**src/rtl/pvbs_pkg.sv**
```systemverilog
package pvbs_pkg;

  // Default section count of one column.
  localparam int unsigned NUM_SECTIONS = 16;

  // Cells in one 16x16x16 section and bytes of a packed nibble section.
  localparam int unsigned CELLS_PER_SECTION = 4096;
  localparam int unsigned NIB_BYTES_PER_SECTION = 2048;

  // Configuration port.
  localparam int unsigned CFG_INDEX_W = 2;
  localparam int unsigned CFG_DATA_W = 16;
  localparam logic [CFG_INDEX_W-1:0] CFG_STORE_READY = 2'd0;
  localparam logic [CFG_INDEX_W-1:0] CFG_PRESENT_MASK = 2'd1;
  localparam logic [CFG_INDEX_W-1:0] CFG_EXTENSION_MASK = 2'd2;

  typedef enum logic {
    CMD_READ  = 1'b0,
    CMD_WRITE = 1'b1
  } cmd_e;

  typedef struct packed {
    cmd_e        command;
    logic [3:0]  pos_x;
    logic [3:0]  pos_z;
    logic [7:0]  pos_y;
    logic [11:0] new_block_id;
    logic [3:0]  new_meta;
  } req_t;

  typedef struct packed {
    logic [11:0] block_id;
    logic [3:0]  block_meta;
    logic        failed;
  } rsp_t;

  // Controller to datapath commands.
  typedef struct packed {
    logic accept;  // latch the request and read all three memories
    logic finish;  // merge and write back, load the result register
  } dp_cmd_t;

endpackage

```
**src/rtl/pvbs_ctrl.sv**
```systemverilog
module pvbs_ctrl
  import pvbs_pkg::*;
(
  input  logic    clk_i,
  input  logic    rst_ni,
  input  logic    in_valid_i,
  output logic    in_ready_o,
  output logic    out_valid_o,
  input  logic    out_ready_i,
  output dp_cmd_t cmd_o
);

  typedef enum logic [1:0] {
    S_IDLE   = 2'b01,
    S_FINISH = 2'b10
  } state_e;

  state_e state_q, state_d;
  logic   out_valid_q, out_valid_d;
  logic   slot_free;

  assign in_ready_o   = (state_q == S_IDLE);
  assign slot_free    = !out_valid_q || out_ready_i;
  assign cmd_o.accept = in_valid_i && in_ready_o;
  assign cmd_o.finish = (state_q == S_FINISH) && slot_free;

  always_comb begin
    state_d = state_q;
    unique case (state_q)
      S_IDLE:   if (cmd_o.accept) state_d = S_FINISH;
      S_FINISH: if (slot_free) state_d = S_IDLE;
      default:  state_d = S_IDLE;
    endcase
  end

  always_comb begin
    out_valid_d = out_valid_q;
    if (cmd_o.finish) begin
      out_valid_d = 1'b1;
    end else if (out_ready_i) begin
      out_valid_d = 1'b0;
    end
  end

  always_ff @(posedge clk_i or negedge rst_ni) begin
    if (!rst_ni) begin
      state_q     <= S_IDLE;
      out_valid_q <= 1'b0;
    end else begin
      state_q     <= state_d;
      out_valid_q <= out_valid_d;
    end
  end

  assign out_valid_o = out_valid_q;

  // An accepted request always moves on to the write-back cycle.
  a_accept_to_finish: assert property (@(posedge clk_i) disable iff (!rst_ni)
    cmd_o.accept |=> (state_q == S_FINISH))
    else $error("accepted request did not reach the finish state");

  // A new result appears only after a finish cycle.
  a_result_from_finish: assert property (@(posedge clk_i) disable iff (!rst_ni)
    $rose(out_valid_q) |-> $past(cmd_o.finish))
    else $error("result became valid without a finish cycle");

  // Finishing never overwrites a result that has not been taken.
  a_no_overwrite: assert property (@(posedge clk_i) disable iff (!rst_ni)
    cmd_o.finish |-> (!out_valid_q || out_ready_i))
    else $error("result register overwritten while still pending");

endmodule

```
**config.mk**
```make
export PLATFORM = sky130hd
export DESIGN_NAME = pvbs_ctrl
export DESIGN_NICKNAME = d
export VERILOG_FILES = /design/src/rtl/pvbs_pkg.sv /design/src/rtl/pvbs_ctrl.sv
export SDC_FILE = /design/constraint.sdc
export NUM_CORES = 1
export LEC_CHECK = 0
export CELL_PAD_IN_SITES_DETAIL_PLACEMENT = 1
export CELL_PAD_IN_SITES_GLOBAL_PLACEMENT = 2
export CORE_AREA = 2 2 39 41
export CTS_CLUSTER_DIAMETER = 80
export DETAILED_ROUTE_END_ITERATION = 6
export DIE_AREA = 0 0 41 43
export DONT_BUFFER_PORTS = 1
export MAX_ROUTING_LAYER = met4
export PLACE_DENSITY_LB_ADDON = 0.2
export SYNTH_ARGS = -nofsm -noshare
export SYNTH_HDL_FRONTEND = slang
export SYNTH_SLANG_ARGS = --single-unit
```
**constraint.sdc**
```tcl
create_clock -name clk_i -period 1.17 [get_ports clk_i]
set_input_delay 0.0585 -clock clk_i [delete_from_list [all_inputs] [get_ports clk_i]]
set_output_delay 0.0585 -clock clk_i [all_outputs]
set_load 0.005 [all_outputs]
```
== Word-level counts from Yosys, hierarchy flattened ==
Cells that the tools add are included.
W data, S select, Z words.

* Eq/ne operators: 4
* Reduce and logical (&&, ||, !) cells: 6
* Mux-type cells: 5

{| class="wikitable"
|+ Operator list
! kind !! number
|-
| $mux W2 || 2
|-
| $pmux W2 S2 || 1
|-
| $eq A2 B1 Y1 const B || 1
|-
| $eq A2 B2 Y1 const B || 1
|-
| $logic_and A1 B1 Y1 || 2
|-
| $mux W1 || 2
|-
| $ne A2 B1 Y1 const B || 1
|-
| $ne A2 B2 Y1 const B || 1
|-
| $reduce_and A2 Y1 || 1
|-
| $reduce_bool A2 Y1 || 1
|-
| $logic_not A1 Y1 || 1
|-
| $logic_or A1 B1 Y1 || 1
|}

* Flip-flop bits (word level): 3

== Logic depth before layout (Yosys ltp) ==
Gate-level depths: netlist of the first run.

* Depth in word-level cells: 4
* Depth in mapped cells: 3

== Worst setup path before layout of the first run ==
No wires, ideal clock.

* Path kind: reg2out
* From: register state_q[0]
* To: output port cmd_o[0] (netlist name)
* Data required time: 1112 ps
* Buffers on the path: 1
* Setup slack: 287 ps
* Data arrival time: 824 ps
* Stages on the path, launching flop included: 4
* Path through: dfstp_2 > nand2b_1 > nor2b_1 > buf_4

{| class="wikitable"
|+ RTL lines
! what !! RTL line !! RTL
|-
| start, declared || pvbs_ctrl.sv:18 || <nowiki>state_e state_q, state_d;</nowiki>
|-
| start signal, assigned || pvbs_ctrl.sv:50 || <nowiki>state_q <= state_d;</nowiki>
|-
| end, declared || pvbs_ctrl.sv:10 || <nowiki>output dp_cmd_t cmd_o</nowiki>
|}

==> results of run 1 <==
==> sequential cells by signal (all words and copies together) (netlist names) <==
name	count
state_q	2
out_valid_o	1
==> stage by stage <==
step	instances	setup slack [ns]
after floorplan	12	0.287
after global placement	27	0.200
after detailed placement	27	0.181
after CTS	33	0.0843
after global routing	33	0.0560
final	33	0.109
==> report_power, final <==
part	switching [mW]	internal, mW
Sequential	0.00825	0.120
Combinational	0.0201	0.0202
Clock	0.0497	0.128
==> repair_timing <==
| action | CTS | global route |
|---|---|---|
| resized for setup | 0 | 0 |
| hold endpoints to repair | 4 | 0 |
| hold buffers | 2 | 0 |
==> worst reg2reg max path, cell delays in order (launching register included) <==
cell and delay, ns:
dfstp_2 0.52, nand2b_1 0.17, a2bb2oi_1 0.19
==> routing by layer <==
metal | vias to the layer above | global-route usage (%) | part of all wire (%)
met1 | 45 | 4.52 | 38
met5 | - | - | 0
met3 | 0 | 1.57 | 15
met2 | 6 | 6.56 | 47
li1 | 48 | - | -
met4 | 0 | 6.00 | 0
==> cell families (layout without fill, tap and decap cells) <==
family	count (synthesis)	count (layout)	synth area share [%]
buffers and inverters	1	6	5.46
AO/OA/AOI/OAI	2	2	11.8
flip-flops	3	3	55.5
AND/OR/NAND/NOR	6	6	27.3
==> cell type report <==
cell class	count	area (µm²)
sequential	3	76.3
tap	16	20.0
clock buffer	4	26.3
multi-input combinational	8	53.8
fill	163	1190
timing repair buffer	2	20.0
==> layout by cell type (no fill, tap or decap) <==
master / count
clkbuf_4: 3
nand2_1: 1
o21bai_1: 1
dfstp_2: 1
dlygate4sd3_1: 2
dfrtp_1: 2
clkbuf_1: 1
and3b_1: 1
nor2b_1: 2
nand2b_1: 2
a2bb2oi_1: 1
==> worst min path at each step <==
stage / startpoint / end / slack, ns
6_report: rst_ni / state_q[1]$_DFFE_PN0P_ / 0.08
3_5_place_dp: rst_ni / state_q[1]$_DFFE_PN0P_ / -0.24
3_3_place_gp: rst_ni / state_q[1]$_DFFE_PN0P_ / -0.24
2_1_floorplan: rst_ni / out_valid_o$_DFFE_PN0P_ / -0.24
5_1_grt: rst_ni / state_q[1]$_DFFE_PN0P_ / 0.08
4_1_cts: rst_ni / state_q[1]$_DFFE_PN0P_ / 0.07
==> impl_metrics.ini, run 1 <==
[run_status]
outcome = complete, no violations

[setup_path]
ff2ff_setup_slack_ns = 0.21
timing.critical_path.required_ns = 1.11
max_stage_delay_ns = 0.52
worstSetupPathType = reg -> out
timing.critical_path.slowest_stage_cell = dfstp_2
ff2ff_path_depth = 2
rr_startpoint = state_q[0]$_DFFE_PN1P_
timing.critical_path.arrival_ns = 1.00
cp_num_buf_inv = 0
crit_end = cmd_o[0]
path_cells = nand2b_1 > nor2b_1
reg2reg_to = state_q[0]$_DFFE_PN1P_
worstSetupEndpointType = output port
start_kind = flop
worstPathMaxFanout = 4
crit_start = state_q[0]$_DFFE_PN1P_
timing.critical_path.max_delay_family = flip-flops
timing.critical_path.depth = 2

[clock_network]
numClockSinks = 3
post-cts-setup-buffers = 0
cts_tree = yes
worst_skew_pair.late_latency_ns = 0.23
cts_root_buffer = clkbuf_4
clk_path_buf_depth = 2
cts_inserted_buffers = 3
path_clk_slew_ns = 0.04
cts_h_tree_lvls = 1

[global_routing]
maximum_number_of_pins_on_one_net_before_global_route_repair = 5
initial_antenna_violation_count = 0
via_count_of_the_first_global_routing_pass = 132
globalRouteTotalUtil_pct = 4.84
grt_pass1_wl_um = 496
overflow = 0

[synth]
synth_enable_flop_cells = 0
synth.top_cells.by_area = dfrtp_1 (36%), dfstp_2 (19%), nand2b_1 (9.1%), nor2b_1 (9.1%), a2bb2oi_1 (6.4%)
synthTopCellsByCount = dfrtp_1 (2), nand2b_1 (2), nor2b_1 (2)
synth.yosys.seq_area_share_pct = 55.5
ys_seq_elements = 3
syn_inst = 12
synthDominantAreaCellType = dfrtp_1
postSynthNetCount = 16
post_synth_arst_share_pct = 100
syn_area_um2 = 138
synthFlopType = dfrtp_1
ys_types = 9
syn_area_per_cell_um2 = 11.5
synthDominantCellAreaShare_pct = 36.4
synth.yosys.warnings = 0

[die]
ioPinCount = 8
rows = 14
initial_core_util_pct = 9.95
design.core.area_um2 = 1380
floorplan.die_area_um2 = 1760
fp.dieH_um = 43
die_width_um = 41

[timing]
hold_slack_ns = 0.0789
tightestPinTransition_ns = 0.212
slew-limit-headroom_pct = 85.9
finalSetupViolations = 0
achievable-frequency_ghz = 0.943
final_hold_viol_count = 0
finalCritPeriodShare_pct = 90.7
fin_worst_skew_ns = 0.000432
tns_ns = 0
grt_setup_unrepaired = no
layout_min_cycle_time_ns = 1.06
final_max_slew_viol_count = 0

[route]
dr_vias_cell = 3.00
route.vias.total = 99
detail_route.wl_per_cell_um = 9.79
antenna_left = 0
drcViolationCount = 0
totalWireLength_um = 323
detailedRoute.firstPassIterationCount = 1
detailedRoute.firstIterationViolations = 0

[placed_design]
number_of_buffers_inserted_by_port_buffering = 0
placed_cell_area_um2 = 150
gp_congestion = 0.632

[final_layout]
finish.instance_area_um2 = 196
final_layout_size_suffix_gt1_share_pct = 23.5
finish.net_count = 22
utilization_pct = 14.2
layout_area_growth_over_synthesis_pct = 42.7
antennaDiodeCount = 0

[power_and_ir_drop]
power_per_cell_area_nw_per_um2 = 1760
report.power.total_mw = 0.346
total_leakage_power_nw = 0.0839
ir_drop_mv = 0.270

[worst_hold_path]
hold_class = in -> async

[job]
max_cap_violations = 0
Note: power is estimated with default switching activity, not from simulation.
==> inputs of run 2 (changes only) <==
--- a/config.mk
+++ b/config.mk
@@ -5,9 +5,8 @@
 export SDC_FILE = /design/constraint.sdc
 export NUM_CORES = 1
 export LEC_CHECK = 0
-export CELL_PAD_IN_SITES_DETAIL_PLACEMENT = 1
-export CELL_PAD_IN_SITES_GLOBAL_PLACEMENT = 2
 export CORE_AREA = 2 2 39 41
+export CTS_BUF_LIST = sky130_fd_sc_hd__clkbuf_8
 export CTS_CLUSTER_DIAMETER = 80
 export DETAILED_ROUTE_END_ITERATION = 6
 export DIE_AREA = 0 0 41 43
==> run 2 against run 1 <==
Compared with the run above: critical path depth stayed put; routed wire length down 2.5%; hold slack improved by 0.025 ns; sequential share of layout area decreased by 4.6 points; via count grew 4.0%; clock skew about the same; critical path type unchanged; final area rose by 13%; highest routed layer unchanged; die area stayed put.
==> impl_metrics.ini, run 2 (synthesized netlist as in run 1, its figures left out) <==
[power_and_ir_drop]
ir_drop_mv = 0.387
p_seq_share_pct = 27.7
net_switching_power_figure_mw = 0.0919
clock_power_share_pct = 61.9
swShare_pct = 19.9
power_report.internal_total_mw = 0.370
power_per_cell_area_nw_per_um2 = 2080
total_leakage_power_nw = 0.101
report.power.total_mw = 0.462
p_comb_share_pct = 10.4

[die]
die_width_um = 41
floorplan.die_area_um2 = 1760
rows = 14
design.core.area_um2 = 1380
initial_core_util_pct = 9.95
ioPinCount = 8
fp.dieH_um = 43

[clock_network]
worst_skew_pair.late_latency_ns = 0.21
cts_inserted_buffers = 3
post-cts-setup-buffers = 0
cts_h_tree_lvls = 1
cts_tree = yes
numClockSinks = 3
path_clk_slew_ns = 0.03
clk_path_buf_depth = 2
cts_root_buffer = clkbuf_8

[route]
route.vias.total = 103
detailedRoute.firstIterationViolations = 0
dr_vias_cell = 3.03
detailedRoute.firstPassIterationCount = 1
antenna_left = 0
drcViolationCount = 0
totalWireLength_um = 315
detail_route.wl_per_cell_um = 9.26

[timing]
finalCritPeriodShare_pct = 93.5
layout_min_cycle_time_ns = 1.09
final_max_slew_viol_count = 0
tightestPinTransition_ns = 0.155
achievable-frequency_ghz = 0.914
finalSetupViolations = 0
fin_worst_skew_ns = 0.000318
grt_setup_unrepaired = no
slew-limit-headroom_pct = 89.6
tns_ns = 0
hold_slack_ns = 0.104
final_hold_viol_count = 0

[setup_path]
worstPathMaxFanout = 3
timing.critical_path.arrival_ns = 1.04
timing.critical_path.required_ns = 1.11
start_kind = flop
ff2ff_path_depth = 2
worstSetupPathType = reg -> out
path_cells = nor2b_1 > buf_4
timing.critical_path.slowest_stage_cell = dfstp_2
max_stage_delay_ns = 0.52
worstSetupEndpointType = output port

[final_layout]
finish.net_count = 23
most-common-layout-cells = clkbuf_8 (3), nand2b_1 (2), nor2b_1 (2), dlygate4sd3_1 (2), dfrtp_1 (2)
antennaDiodeCount = 0
filler_cell_count = 152
largest_register_ffs = 2
max_flop_register = state_q
layout_area_growth_over_synthesis_pct = 61.8
final_layout_size_suffix_gt1_share_pct = 27.8
commonest_non_fill_non_tap_cell_in_the_layout = clkbuf_8

[placed_design]
number_of_buffers_inserted_by_port_buffering = 0
gp_congestion = 0.560

[worst_hold_path]
hold_class = in -> async

[global_routing]
initial_antenna_violation_count = 0
maximum_number_of_pins_on_one_net_before_global_route_repair = 5
overflow = 0
grt_pass1_wl_um = 517
globalRouteTotalUtil_pct = 5.66
via_count_of_the_first_global_routing_pass = 139

[run_status]
outcome = complete, no violations

[job]
max_cap_violations = 0
==> run 2: cell types whose count changed in the layout (fill, tap and decap cells not counted) <==
cell,change
inv_1,+1
clkbuf_1,-1
buf_4,+1
clkbuf_8,+3
clkbuf_4,-3
==> run 2: final timing paths <==
path                                         start                       to  slack (ns)
max                         state_q[0]$_DFFE_PN1P_               in_ready_o        0.08
min in group clk_i                     out_ready_i  out_valid_o$_DFFE_PN0P_        0.11
max reg2reg                 state_q[0]$_DFFE_PN1P_   state_q[0]$_DFFE_PN1P_        0.23
min reg2reg                out_valid_o$_DFFE_PN0P_  out_valid_o$_DFFE_PN0P_        0.57
min                                         rst_ni  out_valid_o$_DFFE_PN0P_        0.10
max in group asynchronous                   rst_ni   state_q[0]$_DFFE_PN1P_        0.84
==> run 2: power by group through the flow <==
stage / clock network (mW) / registers, mW / logic, mW
floorplan: 0 / 0.127 / 0.0309
global placement: 0 / 0.130 / 0.0420
detailed placement: 0 / 0.129 / 0.0421
CTS: 0.297 / 0.129 / 0.0497
global route: 0.308 / 0.131 / 0.0537
finish: 0.286 / 0.128 / 0.0481
==> run 2: layout make-up <==
class	count	area, µm²	area share [%]
flip-flops and latches	3	76.3	34.3
multi-input cells	8	53.8	24.2
clock inverters	1	3.75	1.69
clock buffers	3	41.3	18.5
repair buffers	3	27.5	12.4
well taps	16	20.0	8.99
==> run 2: layer usage <==
layer | up-vias | share of wire (%) | track usage, % | wire length (µm)
met1 | 50 | 29 | 2.57 | 90
met3 | 0 | 4.1 | 1.57 | 13
met2 | 2 | 67 | 8.13 | 211
li1 | 51 | - | - | -
met4 | 0 | 0 | 12.0 | 0
met5 | - | 0 | - | 0
==> run 2: worst max-delay path: cells and delay by family, from the launching register on <==
kind | cells | cell delay, ns
flops | 1 | 0.52
simple gates | 1 | 0.17
buf+inv | 1 | 0.14
==> run 2: timing repair <==
action,in CTS,in global routing
gates resized for setup,0,0
endpoints found under the hold margin,4,0
hold buffers,2,0
==> run 2: per-stage QoR <==
step / util (%) / cell area, µm² / worst slack [ns] / std cells
finish: 16.1 / 223 / 0.0764 / 34
global route: 16.1 / 223 / 0.0118 / 34
CTS: 16.1 / 223 / 0.0589 / 34
detailed placement: 11.4 / 158 / 0.234 / 28
global placement: 11.4 / 158 / 0.225 / 28
floorplan: - / 138 / 0.287 / 12
==> inputs of run 3 (changes only) <==
==> constraint.sdc (replaced) <==
create_clock -name clk_i -period 1.1 [get_ports clk_i]
set_input_delay 0.055 -clock clk_i [delete_from_list [all_inputs] [get_ports clk_i]]
set_output_delay 0.055 -clock clk_i [all_outputs]
set_load 0.005 [all_outputs]
==> run 3 against run 2 <==
Compared with the run above: final area increased by 3.4%; critical endpoint is now cmd_o[0]; die area unchanged; clock-buffer cell count unchanged; core utilization increased by 0.54 points; register-to-register slack got worse by 0.08 ns; worst setup slack got worse by 0.026 ns.
==> impl_metrics.ini, run 3 (synthesized netlist as in run 1, its figures left out) <==
[setup_path]
reg2reg_to = state_q[0]$_DFFE_PN1P_
worstSetupPathType = reg -> out
start_kind = flop
timing.critical_path.max_delay_family = flip-flops
path_cells = nand2b_1 > nor2b_1
max_stage_delay_ns = 0.52
timing.critical_path.required_ns = 1.04
cp_num_buf_inv = 0
worstPathMaxFanout = 4
timing.critical_path.depth = 2
timing.critical_path.slowest_stage_cell = dfstp_2
rr_startpoint = state_q[0]$_DFFE_PN1P_
crit_start = state_q[0]$_DFFE_PN1P_
timing.critical_path.arrival_ns = 0.99
ff2ff_setup_slack_ns = 0.15
ff2ff_path_depth = 2
worstSetupEndpointType = output port

[global_routing]
overflow = 0
gr-usage-met2_pct = 8.13
globalRouteTotalUtil_pct = 5.66
grt_pass1_wl_um = 517
grt.met1_usage_pct = 2.57
grt.busiest_layer = met4
via_count_of_the_first_global_routing_pass = 139
grt.met3_usage_pct = 1.57
maximum_number_of_pins_on_one_net_before_global_route_repair = 5
initial_antenna_violation_count = 0

[final_layout]
antennaDiodeCount = 0
commonest_non_fill_non_tap_cell_in_the_layout = clkbuf_8
layout.area.seq_um2 = 76.3
largest_register_ffs = 2
finish.net_count = 23
most-common-layout-cells = clkbuf_8 (3), nand2b_1 (2), dlygate4sd3_1 (2), dfrtp_1 (2)
layout_area_growth_over_synthesis_pct = 67.3
combined_area_of_the_multi_input_logic_cells_um2 = 61.3
max_flop_register = state_q
final_layout_size_suffix_gt1_share_pct = 33.3
filler_cell_count = 152

[clock_network]
worst_skew_pair.late_latency_ns = 0.21
cts_tree = yes
path_clk_slew_ns = 0.03
cts_h_tree_lvls = 1
cts_inserted_buffers = 3
clk_path_buf_depth = 2
cts_root_buffer = clkbuf_8
numClockSinks = 3

[die]
design.core.area_um2 = 1380
rows = 14
initial_core_util_pct = 9.95
floorplan.die_area_um2 = 1760
die_width_um = 41
fp.dieH_um = 43
ioPinCount = 8

[timing]
finalCritPeriodShare_pct = 95.4
worst_path_setup_slack_after_routing_ns = 0.0504
slew-limit-headroom_pct = 89.6
fin_worst_skew_ns = 0.000318
grt_setup_unrepaired = no
final_hold_viol_count = 0
final_max_slew_viol_count = 0
hold_slack_ns = 0.100
finalSetupViolations = 0
tightestPinTransition_ns = 0.155
achievable-frequency_ghz = 0.953
layout_min_cycle_time_ns = 1.05
tns_ns = 0

[route]
antenna_left = 0
route.vias.total = 105
totalWireLength_um = 315
detailedRoute.firstPassIterationCount = 1
detailedRoute.firstIterationViolations = 0
drcViolationCount = 0
dr_vias_cell = 3.09
detail_route.wl_per_cell_um = 9.26

[worst_hold_path]
hold_class = in -> async

[run_status]
outcome = complete, no violations

[power_and_ir_drop]
ir_drop_mv = 0.413
power_per_cell_area_nw_per_um2 = 2170
total_leakage_power_nw = 0.108

[placed_design]
number_of_buffers_inserted_by_port_buffering = 0
gp_congestion = 0.560
post-place-ws_ns = 0.164

[job]
max_cap_violations = 0
run 3: layout make-up:
class	count	share of cell area, %
Multi-Input combinational cell	8	26.6
Timing Repair Buffer	3	12.0
Sequential cell	3	33.2
Clock inverter	1	1.63
Clock buffer	3	17.9
Tap cell	16	8.70
run 3: how the worst max path moves through the flow:
| stage | endpoint | slack [ns] |
|---|---|---|
| floorplan | cmd_o[0] | 0.22 |
| global route | cmd_o[0] | 0.01 |
| detailed placement | state_q[0]$_DFFE_PN1P_ | 0.16 |
| finish | cmd_o[0] | 0.05 |
| CTS | in_ready_o | 0.03 |
| global placement | state_q[0]$_DFFE_PN1P_ | 0.15 |
run 3: timing repair:
item / CTS / global route
endpoints found under the setup margin: 1 / 1
gates resized for setup: 1 / 1
cloned: 0 / 0
hold buffers: 2 / 0
buffers inserted: 0 / 0
endpoints found under the hold margin: 4 / 0
run 3: where the power goes:
| part | leakage, nW | internal [mW] | switching (mW) |
|---|---|---|---|
| Sequential | 0.0367 | 0.128 | 0.0113 |
| Combinational | 0.0448 | 0.0346 | 0.0220 |
| Clock | 0.0269 | 0.237 | 0.0671 |
| Total | 0.108 | 0.400 | 0.100 |
run 3: metal layers:
metal  up-vias  wire length, µm
li1         52                -
met1        51               91
met2         2              210
met3         0               13
met4         0                0
met5         -                0
run 3: worst reg2reg max path, cell delays in order, from the launching register on:
cell and delay (ns):
dfstp_2 0.52, nand2b_1 0.17, a2bb2oi_1 0.18
run 3: metrics by stage:
stage	std cells	utilization [%]	power (mW)	area, µm²
floorplan	12	-	0.168	138
global placement	28	11.4	0.183	158
detailed placement	28	11.4	0.182	158
CTS	34	16.3	0.508	225
global route	34	16.6	0.533	230
finish	34	16.6	0.500	230
